**config.mk**
```make
export PLATFORM = sky130hd
export DESIGN_NAME = qltu_cfg_regs
export DESIGN_NICKNAME = d
export VERILOG_FILES = /design/src/q_learning_table_update_top_assert.svh /design/src/qltu_pkg.sv /design/src/qltu_cfg_regs.sv
export SDC_FILE = /design/constraint.sdc
export NUM_CORES = 1
export LEC_CHECK = 0
export ABC_AREA = 0
export ABC_CLOCK_PERIOD_IN_PS = 3500
export BUFFER_PORTS_ARGS = -buffer_cell sky130_fd_sc_hd__buf_2
export CORE_UTILIZATION = 45
export CTS_CLUSTER_DIAMETER = 200
export DETAILED_ROUTE_END_ITERATION = 6
export PLACE_DENSITY_LB_ADDON = 0.1
export SYNTH_ARGS = -nofsm -noshare
export SYNTH_HDL_FRONTEND = slang
export SYNTH_SLANG_ARGS = --single-unit
```
**constraint.sdc**
```tcl
create_clock -name clk -period 3.5 [get_ports clk]
set_clock_uncertainty 0.15 [all_clocks]
set_input_delay 0.175 -clock clk [delete_from_list [all_inputs] [get_ports clk]]
set_output_delay 0.175 -clock clk [all_outputs]
set_load 0.02 [all_outputs]
```
**src/q_learning_table_update_top_assert.svh**
```systemverilog
// Assertion macros for the Q-table update block.
// Included by the top module, which carries the concurrent checks; no other dependencies.
`ifndef Q_LEARNING_TABLE_UPDATE_TOP_ASSERT_SVH
`define Q_LEARNING_TABLE_UPDATE_TOP_ASSERT_SVH
`ifndef ASSERT_OFF
// Check a property on every rising edge outside reset
`define QLTU_ASSERT(lbl, clk, rstn, prop) \
  lbl: assert property (@(posedge clk) disable iff (!rstn) prop) \
    else $error("qltu: property violated");
// Check that a condition never holds outside reset
`define QLTU_ASSERT_NEVER(lbl, clk, rstn, cond) \
  lbl: assert property (@(posedge clk) disable iff (!rstn) !(cond)) \
    else $error("qltu: forbidden condition seen");
`else
`define QLTU_ASSERT(lbl, clk, rstn, prop)
`define QLTU_ASSERT_NEVER(lbl, clk, rstn, cond)
`endif
`endif

```
**src/qltu_pkg.sv**
```systemverilog
// Shared types and constants of the Q-table update block.
// No dependencies; imported by every module of the block.
package qltu_pkg;

  // Fixed field widths
  localparam int STATE_W  = 8;
  localparam int ACT_W    = 3;
  localparam int EPOCH_W  = 20;
  localparam int DRAW_W   = 7;
  localparam int Q_W      = 32;
  localparam int LR_W     = 17;
  localparam int SCALE_W  = 24;
  localparam int FLOOR_W  = 7;
  localparam int STATE_SPAN = 1 << STATE_W;

  // APB register file
  localparam int CFG_AW = 5;
  localparam int CFG_DW = 32;
  localparam logic [2:0] REG_LEARNING_RATE = 3'd0;
  localparam logic [2:0] REG_DISCOUNT      = 3'd1;
  localparam logic [2:0] REG_EXPLORE_SCALE = 3'd2;
  localparam logic [2:0] REG_EXPLORE_FLOOR = 3'd3;
  localparam logic [2:0] REG_GREEDY_ONLY   = 3'd4;

  localparam logic [LR_W-1:0]    LR_RESET    = 17'd6554;
  localparam logic [LR_W-1:0]    DISC_RESET  = 17'd39322;
  localparam logic [SCALE_W-1:0] SCALE_RESET = 24'd12500;
  localparam logic [FLOOR_W-1:0] FLOOR_RESET = 7'd10;

  // Request kinds
  localparam logic REQ_CHOOSE = 1'b0;
  localparam logic REQ_UPDATE = 1'b1;

  // Cycles from start to done of the update arithmetic
  localparam int ALU_LAT = 6;

  typedef struct packed {
    logic                      req_type;
    logic [STATE_W-1:0]        cur_state;
    logic [EPOCH_W-1:0]        epoch;
    logic [DRAW_W-1:0]         random_draw;
    logic [ACT_W-1:0]          random_action;
    logic [ACT_W-1:0]          taken_action;
    logic signed [Q_W-1:0]     reward;
    logic [STATE_W-1:0]        next_state;
  } qltu_in_t;

  typedef struct packed {
    logic [ACT_W-1:0]          chosen_action;
    logic                      explored;
    logic signed [Q_W-1:0]     new_value;
  } qltu_out_t;

  typedef struct packed {
    logic [LR_W-1:0]    learning_rate;
    logic [LR_W-1:0]    discount;
    logic [SCALE_W-1:0] explore_scale;
    logic [FLOOR_W-1:0] explore_floor_percent;
    logic               greedy_only;
  } qltu_cfg_t;

  typedef enum logic [3:0] {
    ST_CLEAR,
    ST_IDLE,
    ST_CHK,
    ST_SCAN,
    ST_SDRAIN,
    ST_OLDW,
    ST_ALU,
    ST_WR,
    ST_FIN
  } qltu_state_t;

endpackage

```
**src/qltu_cfg_regs.sv**
```systemverilog
// APB register file of the Q-table update block.
// Depends on qltu_pkg for register codes, reset values and the config struct.
module qltu_cfg_regs
  import qltu_pkg::*;
(
  input  logic              clk,
  input  logic              rst_n,
  input  logic              psel,
  input  logic              penable,
  input  logic              pwrite,
  input  logic [CFG_AW-1:0] paddr,
  input  logic [CFG_DW-1:0] pwdata,
  output logic [CFG_DW-1:0] prdata,
  output logic              pready,
  output qltu_cfg_t         cfg
);

  qltu_cfg_t   cfg_r;
  logic        wr_hit;
  logic [2:0]  reg_idx;

  assign pready  = 1'b1;
  assign reg_idx = paddr[CFG_AW-1:2];
  assign wr_hit  = psel && penable && pwrite && pready;
  assign cfg     = cfg_r;

  // Write registers on the access phase; ignore unmapped addresses
  always_ff @(posedge clk) begin
    if (!rst_n) begin
      cfg_r.learning_rate         <= LR_RESET;
      cfg_r.discount              <= DISC_RESET;
      cfg_r.explore_scale         <= SCALE_RESET;
      cfg_r.explore_floor_percent <= FLOOR_RESET;
      cfg_r.greedy_only           <= 1'b0;
    end else if (wr_hit) begin
      unique case (reg_idx)
        REG_LEARNING_RATE: cfg_r.learning_rate         <= pwdata[LR_W-1:0];
        REG_DISCOUNT:      cfg_r.discount              <= pwdata[LR_W-1:0];
        REG_EXPLORE_SCALE: cfg_r.explore_scale         <= pwdata[SCALE_W-1:0];
        REG_EXPLORE_FLOOR: cfg_r.explore_floor_percent <= pwdata[FLOOR_W-1:0];
        REG_GREEDY_ONLY:   cfg_r.greedy_only           <= pwdata[0];
        default: ;
      endcase
    end
  end

  // Return the addressed register, zero elsewhere
  always_comb begin
    unique case (reg_idx)
      REG_LEARNING_RATE: prdata = CFG_DW'(cfg_r.learning_rate);
      REG_DISCOUNT:      prdata = CFG_DW'(cfg_r.discount);
      REG_EXPLORE_SCALE: prdata = CFG_DW'(cfg_r.explore_scale);
      REG_EXPLORE_FLOOR: prdata = CFG_DW'(cfg_r.explore_floor_percent);
      REG_GREEDY_ONLY:   prdata = CFG_DW'(cfg_r.greedy_only);
      default:           prdata = '0;
    endcase
  end

endmodule

```
==> metrics.txt <==
most frequent CP cell=buf_2; fin area=4200 µm²; CP max stage cell=buf_2; Post-synth ARST share=0%; maxcap violations=0; Antenna diodes=0; Synth area leader=dfxtp_1; mapped cell area=3260 µm²; Core Area=6910 µm²; via count=2858; crit path DAT=1.79 ns; Mapped Cells=351; Seq/Total Area, Yosys=40.5%; Power Density=369 nW/µm²; die area=7590 µm²; drt drc=0; EDFF count, synth=0; Cell Chain, Critical Path=buf_2 > nand2b_1 > nor2_1 > and2_1 > buf_2; Least-Margin Pin Slew=0.814 ns; endpoint class of the critical path=primary output; Seq. cell area=1320 µm²; H-Tree Depth=3; # fillers=669; crit path max fanout=17; DP HPWL=5.57 mm; initial antenna violation count=0; die width=87.1 µm; total wire length=8.28 mm; Root Buffer=clkbuf_8; Max Clk Rate=472 MHz; Setup TNS=0 ns; Initial Utilization=47.2%; min cycle time layout=2.12 ns; dpl cell area=3800 µm²; post-synth top area share=40.5%; CP max stage delay=0.45 ns; VDD IR max=0.184 mV; drt first pass iters=4; layout cell share with drive strength beyond 1=31.1%; height of the die=87.1 µm; TritonCTS buffer count=9; # Post-CTS Setup Buffers=0; gr ovfl total=0; first-pass GRT wire length=12.9 mm; Via density=4.91; CTS tree=done; r2r startpoint=cfg[15]$_SDFFE_PN1P_; WS Path Type=input pin to primary output; Yosys warnings=0; Post-synth top cells=dfxtp_1 (66), nand2_1 (66), mux2i_1 (57), inv_1 (21), o211ai_1 (21); Clock Latency Late Sink=0.34 ns; std cell rows=30; Synth area leaders=dfxtp_1 (41%), mux2i_1 (17%), nand2_1 (7.6%), o211ai_1 (4.8%), mux4_2 (4.1%); Final Max Tran Viols=0; worst setup path start=paddr[3]; HP Class=input pin to flop; routed length per instance=14.2 µm; status=finished, final reports clean; fin util=60.9%; pin count of the biggest net entering global routing=48; Min Hold Slack=0.0169 ns; clock-pin transition on the worst setup and hold timing paths=0.07 ns; # IOs=141; Synth-to-Final Area Change=28.9%; Yosys reg bits=66; Period Utilization, post-route=60.6%; final RePlAce weighted congestion=0.745; I/O Buffers=121; leak pwr=2.11 nW; Multi-input gate area=1640 µm²; Synth Area per Inst=9.29 µm²; WP data required=3.17 ns; most frequently used flop master after synthesis=dfxtp_1; unrepaired setup endpoints after global routing=false; clock sinks=66; Initial DRC Count=131; post-route ant nets=0; number of global-route vias before repair=2637; clock buffer depth=2; final count of negative-setup-slack endpoints=0; Hold Startpoint=pwdata[5]; CP Launch Type=input pin; post-synth cell types=30; max FFs per register=66; Final Hold Fails=0; Total GRT Usage=22.4%; worst relative slew slack=45.7%; Final nets=523
critical path: cells and delay by family:
family                 cells  cell delay (ns)
AND/OR/NAND/NOR            3             1.00
buffers and inverters      2             0.61
per-layer routing:
layer | up-vias | wire length (µm) | share of wire [%] | global-route usage [%]
li1 | 1434 | - | - | -
met1 | 1314 | 3870 | 47 | 28.6
met2 | 98 | 3820 | 46 | 36.8
met5 | - | 0 | 0 | 0
met4 | 0 | 119 | 1.4 | 9.54
met3 | 12 | 468 | 5.7 | 4.74
area by class of cell:
class / instances / area share (%)
flip-flops and latches: 66 / 31.4
well taps: 96 / 2.86
inverters: 21 / 1.88
repair buffers: 148 / 20.5
multi-input cells: 235 / 39.0
clock inverters: 3 / 0.952
clock buffers: 13 / 3.30
cell families (layout without fill, tap and decap cells):
group           count (synthesis)  count (layout)  share of synthesized area, %
flops                          66              66                          40.5
simple gates                  123             123                          18.7
other cells                     2               9                         0.230
compound gates                 40              40                          8.98
buf+inv                        57             185                          9.97
mux                            63              63                          21.6
where the power goes:
part	switching, W	internal [W]
combinational	0.000110	0.0000743
sequential	0.00000493	0.000758
clock	0.000276	0.000328
through the flow:
step / cells / worst slack [ns] / power, W
2_1_floorplan: 358 / 1.99 / 0.000904
3_3_place_gp: 544 / 1.29 / 0.000944
3_5_place_dp: 544 / 1.26 / 0.000945
4_1_cts: 582 / 1.32 / 0.00156
5_1_grt: 582 / 1.22 / 0.00162
6_report: 582 / 1.38 / 0.00155
final timing paths:
check             cells after the start  slack, ns                   end
setup / recovery                      5       1.38            prdata[18]
hold / removal                        3       0.02  cfg[54]$_SDFFE_PN0P_
hold reg to reg                       2       0.32  cfg[37]$_SDFFE_PN0P_
setup reg to reg                      2       2.63  cfg[15]$_SDFFE_PN1P_
layout by cell type (no fill, tap or decap), types with 6 or more instances in the layout:
cell           netlist  routed
buf_2                8     121
clkbuf_8             0       9
dfxtp_1             66      66
mux4_2               6       6
o21ai_0              7       7
nor2b_1             11      11
dlygate4sd3_1        0      22
a2bb2oi_1           10      10
o211ai_1            21      21
and2_1               8       8
nor2_1              11      11
mux2i_1             57      57
nand3_1             15      15
conb_1               2       9
nand2_1             66      66
inv_1               21      21
what timing repair did:
item / CTS / global route
hold endpoints to repair: 50 / 0
hold buffers: 22 / 0
gates resized for setup: 0 / 0
(Power assumes the default switching activity.)
