### config.mk
export PLATFORM = sky130hd
export DESIGN_NAME = qltu_upd_alu
export DESIGN_NICKNAME = d
export VERILOG_FILES = /design/src/q_learning_table_update_top_assert.svh /design/src/qltu_pkg.sv /design/src/qltu_upd_alu.sv
export SDC_FILE = /design/constraint.sdc
export NUM_CORES = 2
export LEC_CHECK = 0
export BUFFER_PORTS_ARGS = -buffer_cell sky130_fd_sc_hd__buf_2
export CAP_MARGIN = 20
export CORE_ASPECT_RATIO = 1.5
export CORE_MARGIN = 2
export CORE_UTILIZATION = 30
export DETAILED_ROUTE_END_ITERATION = 12
export SLEW_MARGIN = 25
export SYNTH_ARGS = -nofsm -noshare
export SYNTH_HDL_FRONTEND = slang
export SYNTH_SLANG_ARGS = --single-unit
### constraint.sdc
create_clock -name clk -period 8.9 [get_ports clk]
set_clock_uncertainty 0.15 [all_clocks]
set_input_delay 1.335 -clock clk [delete_from_list [all_inputs] [get_ports clk]]
set_output_delay 1.335 -clock clk [all_outputs]
set_load 0.01 [all_outputs]
### src/q_learning_table_update_top_assert.svh
// Assertion macros for the Q-table update block.
// Included by the top module, which carries the concurrent checks; no other dependencies.
`ifndef Q_LEARNING_TABLE_UPDATE_TOP_ASSERT_SVH
`define Q_LEARNING_TABLE_UPDATE_TOP_ASSERT_SVH
`ifndef ASSERT_OFF
// Check a property on every rising edge outside reset
`define QLTU_ASSERT(lbl, clk, rstn, prop) \
  lbl: assert property (@(posedge clk) disable iff (!rstn) prop) \
    else $error("qltu: property violated");
// Check that a condition never holds outside reset
`define QLTU_ASSERT_NEVER(lbl, clk, rstn, cond) \
  lbl: assert property (@(posedge clk) disable iff (!rstn) !(cond)) \
    else $error("qltu: forbidden condition seen");
`else
`define QLTU_ASSERT(lbl, clk, rstn, prop)
`define QLTU_ASSERT_NEVER(lbl, clk, rstn, cond)
`endif
`endif

### src/qltu_pkg.sv
// Shared types and constants of the Q-table update block.
// No dependencies; imported by every module of the block.
package qltu_pkg;

  // Fixed field widths
  localparam int STATE_W  = 8;
  localparam int ACT_W    = 3;
  localparam int EPOCH_W  = 20;
  localparam int DRAW_W   = 7;
  localparam int Q_W      = 32;
  localparam int LR_W     = 17;
  localparam int SCALE_W  = 24;
  localparam int FLOOR_W  = 7;
  localparam int STATE_SPAN = 1 << STATE_W;

  // APB register file
  localparam int CFG_AW = 5;
  localparam int CFG_DW = 32;
  localparam logic [2:0] REG_LEARNING_RATE = 3'd0;
  localparam logic [2:0] REG_DISCOUNT      = 3'd1;
  localparam logic [2:0] REG_EXPLORE_SCALE = 3'd2;
  localparam logic [2:0] REG_EXPLORE_FLOOR = 3'd3;
  localparam logic [2:0] REG_GREEDY_ONLY   = 3'd4;

  localparam logic [LR_W-1:0]    LR_RESET    = 17'd6554;
  localparam logic [LR_W-1:0]    DISC_RESET  = 17'd39322;
  localparam logic [SCALE_W-1:0] SCALE_RESET = 24'd12500;
  localparam logic [FLOOR_W-1:0] FLOOR_RESET = 7'd10;

  // Request kinds
  localparam logic REQ_CHOOSE = 1'b0;
  localparam logic REQ_UPDATE = 1'b1;

  // Cycles from start to done of the update arithmetic
  localparam int ALU_LAT = 6;

  typedef struct packed {
    logic                      req_type;
    logic [STATE_W-1:0]        cur_state;
    logic [EPOCH_W-1:0]        epoch;
    logic [DRAW_W-1:0]         random_draw;
    logic [ACT_W-1:0]          random_action;
    logic [ACT_W-1:0]          taken_action;
    logic signed [Q_W-1:0]     reward;
    logic [STATE_W-1:0]        next_state;
  } qltu_in_t;

  typedef struct packed {
    logic [ACT_W-1:0]          chosen_action;
    logic                      explored;
    logic signed [Q_W-1:0]     new_value;
  } qltu_out_t;

  typedef struct packed {
    logic [LR_W-1:0]    learning_rate;
    logic [LR_W-1:0]    discount;
    logic [SCALE_W-1:0] explore_scale;
    logic [FLOOR_W-1:0] explore_floor_percent;
    logic               greedy_only;
  } qltu_cfg_t;

  typedef enum logic [3:0] {
    ST_CLEAR,
    ST_IDLE,
    ST_CHK,
    ST_SCAN,
    ST_SDRAIN,
    ST_OLDW,
    ST_ALU,
    ST_WR,
    ST_FIN
  } qltu_state_t;

endpackage

### src/qltu_upd_alu.sv
// Pipelined update arithmetic: new = old + lr * (reward + gamma * nmax - old).
// Depends on qltu_pkg for widths and the pipeline latency.
module qltu_upd_alu
  import qltu_pkg::*;
(
  input  logic                  clk,
  input  logic                  rst_n,
  input  logic                  start,
  input  logic [LR_W-1:0]       lr,
  input  logic [LR_W-1:0]       gamma,
  input  logic signed [Q_W-1:0] old_val,
  input  logic signed [Q_W-1:0] nmax,
  input  logic signed [Q_W-1:0] reward,
  output logic                  done,
  output logic signed [Q_W-1:0] result
);

  logic [ALU_LAT-1:0]    vld_r;
  logic signed [49:0]    prod_g_r;
  logic signed [Q_W-1:0] old_s_r;
  logic signed [Q_W-1:0] reward_s_r;
  logic signed [33:0]    t_r;
  logic signed [34:0]    diff_r;
  logic [34:0]           plo_r;
  logic signed [34:0]    phi_r;
  logic signed [52:0]    p_r;
  logic signed [37:0]    sum;
  logic signed [Q_W-1:0] result_r;

  // Track the request through the stages
  always_ff @(posedge clk) begin
    if (!rst_n) begin
      vld_r <= '0;
    end else begin
      vld_r <= {vld_r[ALU_LAT-2:0], start};
    end
  end

  // Capture operands and the discount product
  always_ff @(posedge clk) begin
    if (start) begin
      prod_g_r   <= $signed({1'b0, gamma}) * nmax;
      old_s_r    <= old_val;
      reward_s_r <= reward;
    end
  end

  // Target, error term, split learning-rate product, recombine
  always_ff @(posedge clk) begin
    t_r    <= 34'(reward_s_r) + 34'(prod_g_r >>> 16);
    diff_r <= 35'(t_r) - 35'(old_s_r);
    plo_r  <= 35'(lr) * 35'(diff_r[17:0]);
    phi_r  <= $signed({1'b0, lr}) * $signed(diff_r[34:18]);
    p_r    <= (53'(phi_r) <<< 18) + $signed({18'b0, plo_r});
  end

  // Add the floored step to the old value and saturate
  assign sum = 38'(old_s_r) + 38'(p_r >>> 16);

  always_ff @(posedge clk) begin
    if (sum > 38'sd2147483647) begin
      result_r <= 32'sh7FFFFFFF;
    end else if (sum < -38'sd2147483648) begin
      result_r <= 32'sh80000000;
    end else begin
      result_r <= sum[Q_W-1:0];
    end
  end

  assign done   = vld_r[ALU_LAT-1];
  assign result = result_r;

endmodule

==> reports/qor.csv <==
stage,metric,value,unit
status,status,"finished, final reports clean",
worst_setup_path,cp.arrival,8.18,ns
place,placed_area,54360,sq um
min_path,hold_class,reg2reg,
cts,cts_tree,done,
layout,final_cell_mix,"inv_1 (1194), fa_1 (984), nand2_1 (630), and2_1 (600), ha_1 (471)",
synth,syn-num-nets,7026,
synth,netlist_area,50940,sq um
sta,worst-slew-pin-transition,1.010,ns
routing,routed_wl,137300,um
routing,first_pass_iters,5,
routing,routedWlPerCell,17.63,um
synth,ys_top_cells_by_area,"fa_1 (39%), ha_1 (12%), inv_1 (8.8%)",
global_route,grt_max_degree,55,
place,dp_slack,0.2805,ns
synth,synth-seq-cells,296,
synth,synth_edf_count,98,
worst_setup_path,cp-startpoint,gamma[9],
floorplan,start_util,30.15,%
synth,syn_area_per_cell,9.367,sq um
sta,max-slew-margin-rel,32.59,%
worst_setup_path,required,9.06,ns
global_route,grt_use_total,16.17,%
synth,yosysSeqAreaShare,13.56,%
cts,cts_buffer_depth,3,
place,portBuffers,165,
cts,clkSlewWorstSetupHoldPaths,0.06,ns
sta,setup_tns,0,ns
cts,root_buffer,clkbuf_16,
floorplan,std_cell_rows,185,
cts,cts_resized,0,
worst_setup_path,crit_path_max_fanout,17,
cts,numCtsBuffers,35,
synth,ys.flop_type,dfxtp_1,
routing,drt_iter0_markers,1687,
worst_setup_path,cp-end-kind,flop,
sta,finalCriticalPeriod,8.026,ns
floorplan,io_pins,166,
sta,period_share,90.18,%
cts,cts_sinks,296,
routing,vias,36294,
synth,netlist_instances,5438,
sta,hold_viol,0,
layout,final_core_util,32.89,%
synth,synth_cell_types,74,
synth,synth_top_area_share,38.67,%
worst_setup_path,r2r_cells,20,
cts,cts_max_level,2,
sta,worst_slack,0.8737,ns
layout,syn_to_final_growth,9.103,%
min_path,worstHoldEndpoint,p_r[17],
min_path,min_from,plo_r[17],
synth,yosys.area.top_type,fa_1,
layout,layout_commonest_cell,inv_1,
job,drv_cap,0,
global_route,grt_pass1_vias,41034,
layout,nets,7105,
layout,fin_area,55580,sq um
layout,drive_gt1_share,5.610,%
floorplan,die_area,173200,sq um
sta,rsz0062_at_grt,no,
cts,clk_latency,0.58,ns
worst_setup_path,r2r-end,plo_r[33],
sta,max_freq,124.6,MHz
routing,drt-vias-per-instance,4.659,
floorplan,core_area,169000,sq um
routing,ant_nets,0,
sta,setup_viol,0,
place,dp_hpwl,115200,um
worst_setup_path,r2r_start,diff_r[7],
routing,drc,0,
min_path,whs_path_depth,0,
global_route,grt-ovfl-total,0,
synth,ys.warnings.count,0,
sta,slew_violations,0,
synth,async_flop_share,0,%
floorplan,dieHeight,508.7,um
worst_setup_path,worstSetupPathType,in2reg,
worst_setup_path,start_kind,input pin,
global_route,grt_pass1_wl,220700,um
place,place_congestion,0.8808,
global_route,antenna_found_initial,17,
cts,cts_setup_buffers,0,
floorplan,die_x,340.5,um
cts,ctsHoldBuffers,0,
worst_setup_path,r2r_setup_slack,1.57,ns
worst max-delay path: stages:
cell and delay [ns]:
buf_2 0.32, buf_4 0.32, nand2_1 0.12, fa_1 0.57, inv_1 0.06, fa_1 0.48, fa_1 0.56, fa_1 0.43
fa_1 0.49, inv_1 0.05, fa_1 0.47, inv_1 0.04, ha_1 0.32, a21o_1 0.18, a21o_1 0.17, a21o_1 0.19
or3_1 0.32, a211oi_1 0.60, o31ai_1 0.35, a31oi_1 0.33, o21ai_1 0.16, a21oi_1 0.19, xnor2_1 0.08
how the worst max path moves through the flow:
stage | slack (ns) | end | cells after the start
after global placement | 0.42 | prod_g_r[49] | 23
after detailed placement | 0.28 | prod_g_r[49] | 23
after floorplan | 1.34 | prod_g_r[49] | 23
after global routing | 0.67 | prod_g_r[49] | 24
after CTS | 0.91 | prod_g_r[49] | 23
final | 0.87 | prod_g_r[49] | 23
per-stage QoR:
step           hold slack [ns]  cells
4_1_cts                 0.1849   7788
2_1_floorplan           0.1596   5438
3_3_place_gp            0.1662   7724
5_1_grt                 0.1945   7788
6_report                0.1861   7790
3_5_place_dp            0.1643   7724
registers in the layout, indices dropped and copies added, names as in the netlist, 19 cells and up:
register,count
diff_r,35
old_s_r,32
p_r,37
phi_r,35
plo_r,19
prod_g_r,34
result,32
reward_s_r,32
t_r,34
metal layers:
metal / global-route usage, % / vias up / share of wire [%]
met3: 2.393 / 235 / 5.3
met2: 29.84 / 852 / 51
met1: 19.33 / 18543 / 41
met4: 4.564 / 16 / 2.7
met5: 0 / - / 0.075
li1: - / 16648 / -
layout make-up:
| class | instances | area, sq um |
|---|---|---|
| inverter | 1195 | 4486 |
| timing repair buffer | 231 | 1324 |
| antenna | 2 | 5.005 |
| fill | 17550 | 113400 |
| clock inverter | 22 | 281.5 |
| multi-input combinational | 3758 | 38830 |
| sequential | 296 | 6907 |
| tap | 2244 | 2808 |
| clock buffer | 42 | 932.1 |
synth_stat cells, drive strengths merged (5+ instances only):
library cell,n
or2,6
and2,600
nand2,630
a221oi,11
nor3,30
dfxtp,198
nand4,14
o21a,22
a31oi,18
a221o,5
a21oi,162
a311oi,8
o21ai,93
nor2,120
a211o,6
inv,1195
or3,6
edfxtp,98
and3,23
nand2b,25
o211ai,12
ha,471
nand3,34
xor2,69
fa,984
a41oi,5
o31ai,14
and4,6
o21bai,14
a211oi,18
a21boi,10
clkbuf,185
xnor2,134
a21o,129
nor2b,26
logic make-up after synthesis:
group,after synthesis,share of synthesized area [%]
muxes,3,0.06141
xor gates and xnor gates,203,3.490
and+or+nand+nor,1537,15.11
adders and majority gates,1455,50.24
AOI/OAI and AO/OA,560,7.293
buffers and inverters,1384,10.24
DFF,296,13.56
Power is not shown: default switching activity piles up to over one toggle a cycle in this logic, so the estimate is an artifact.
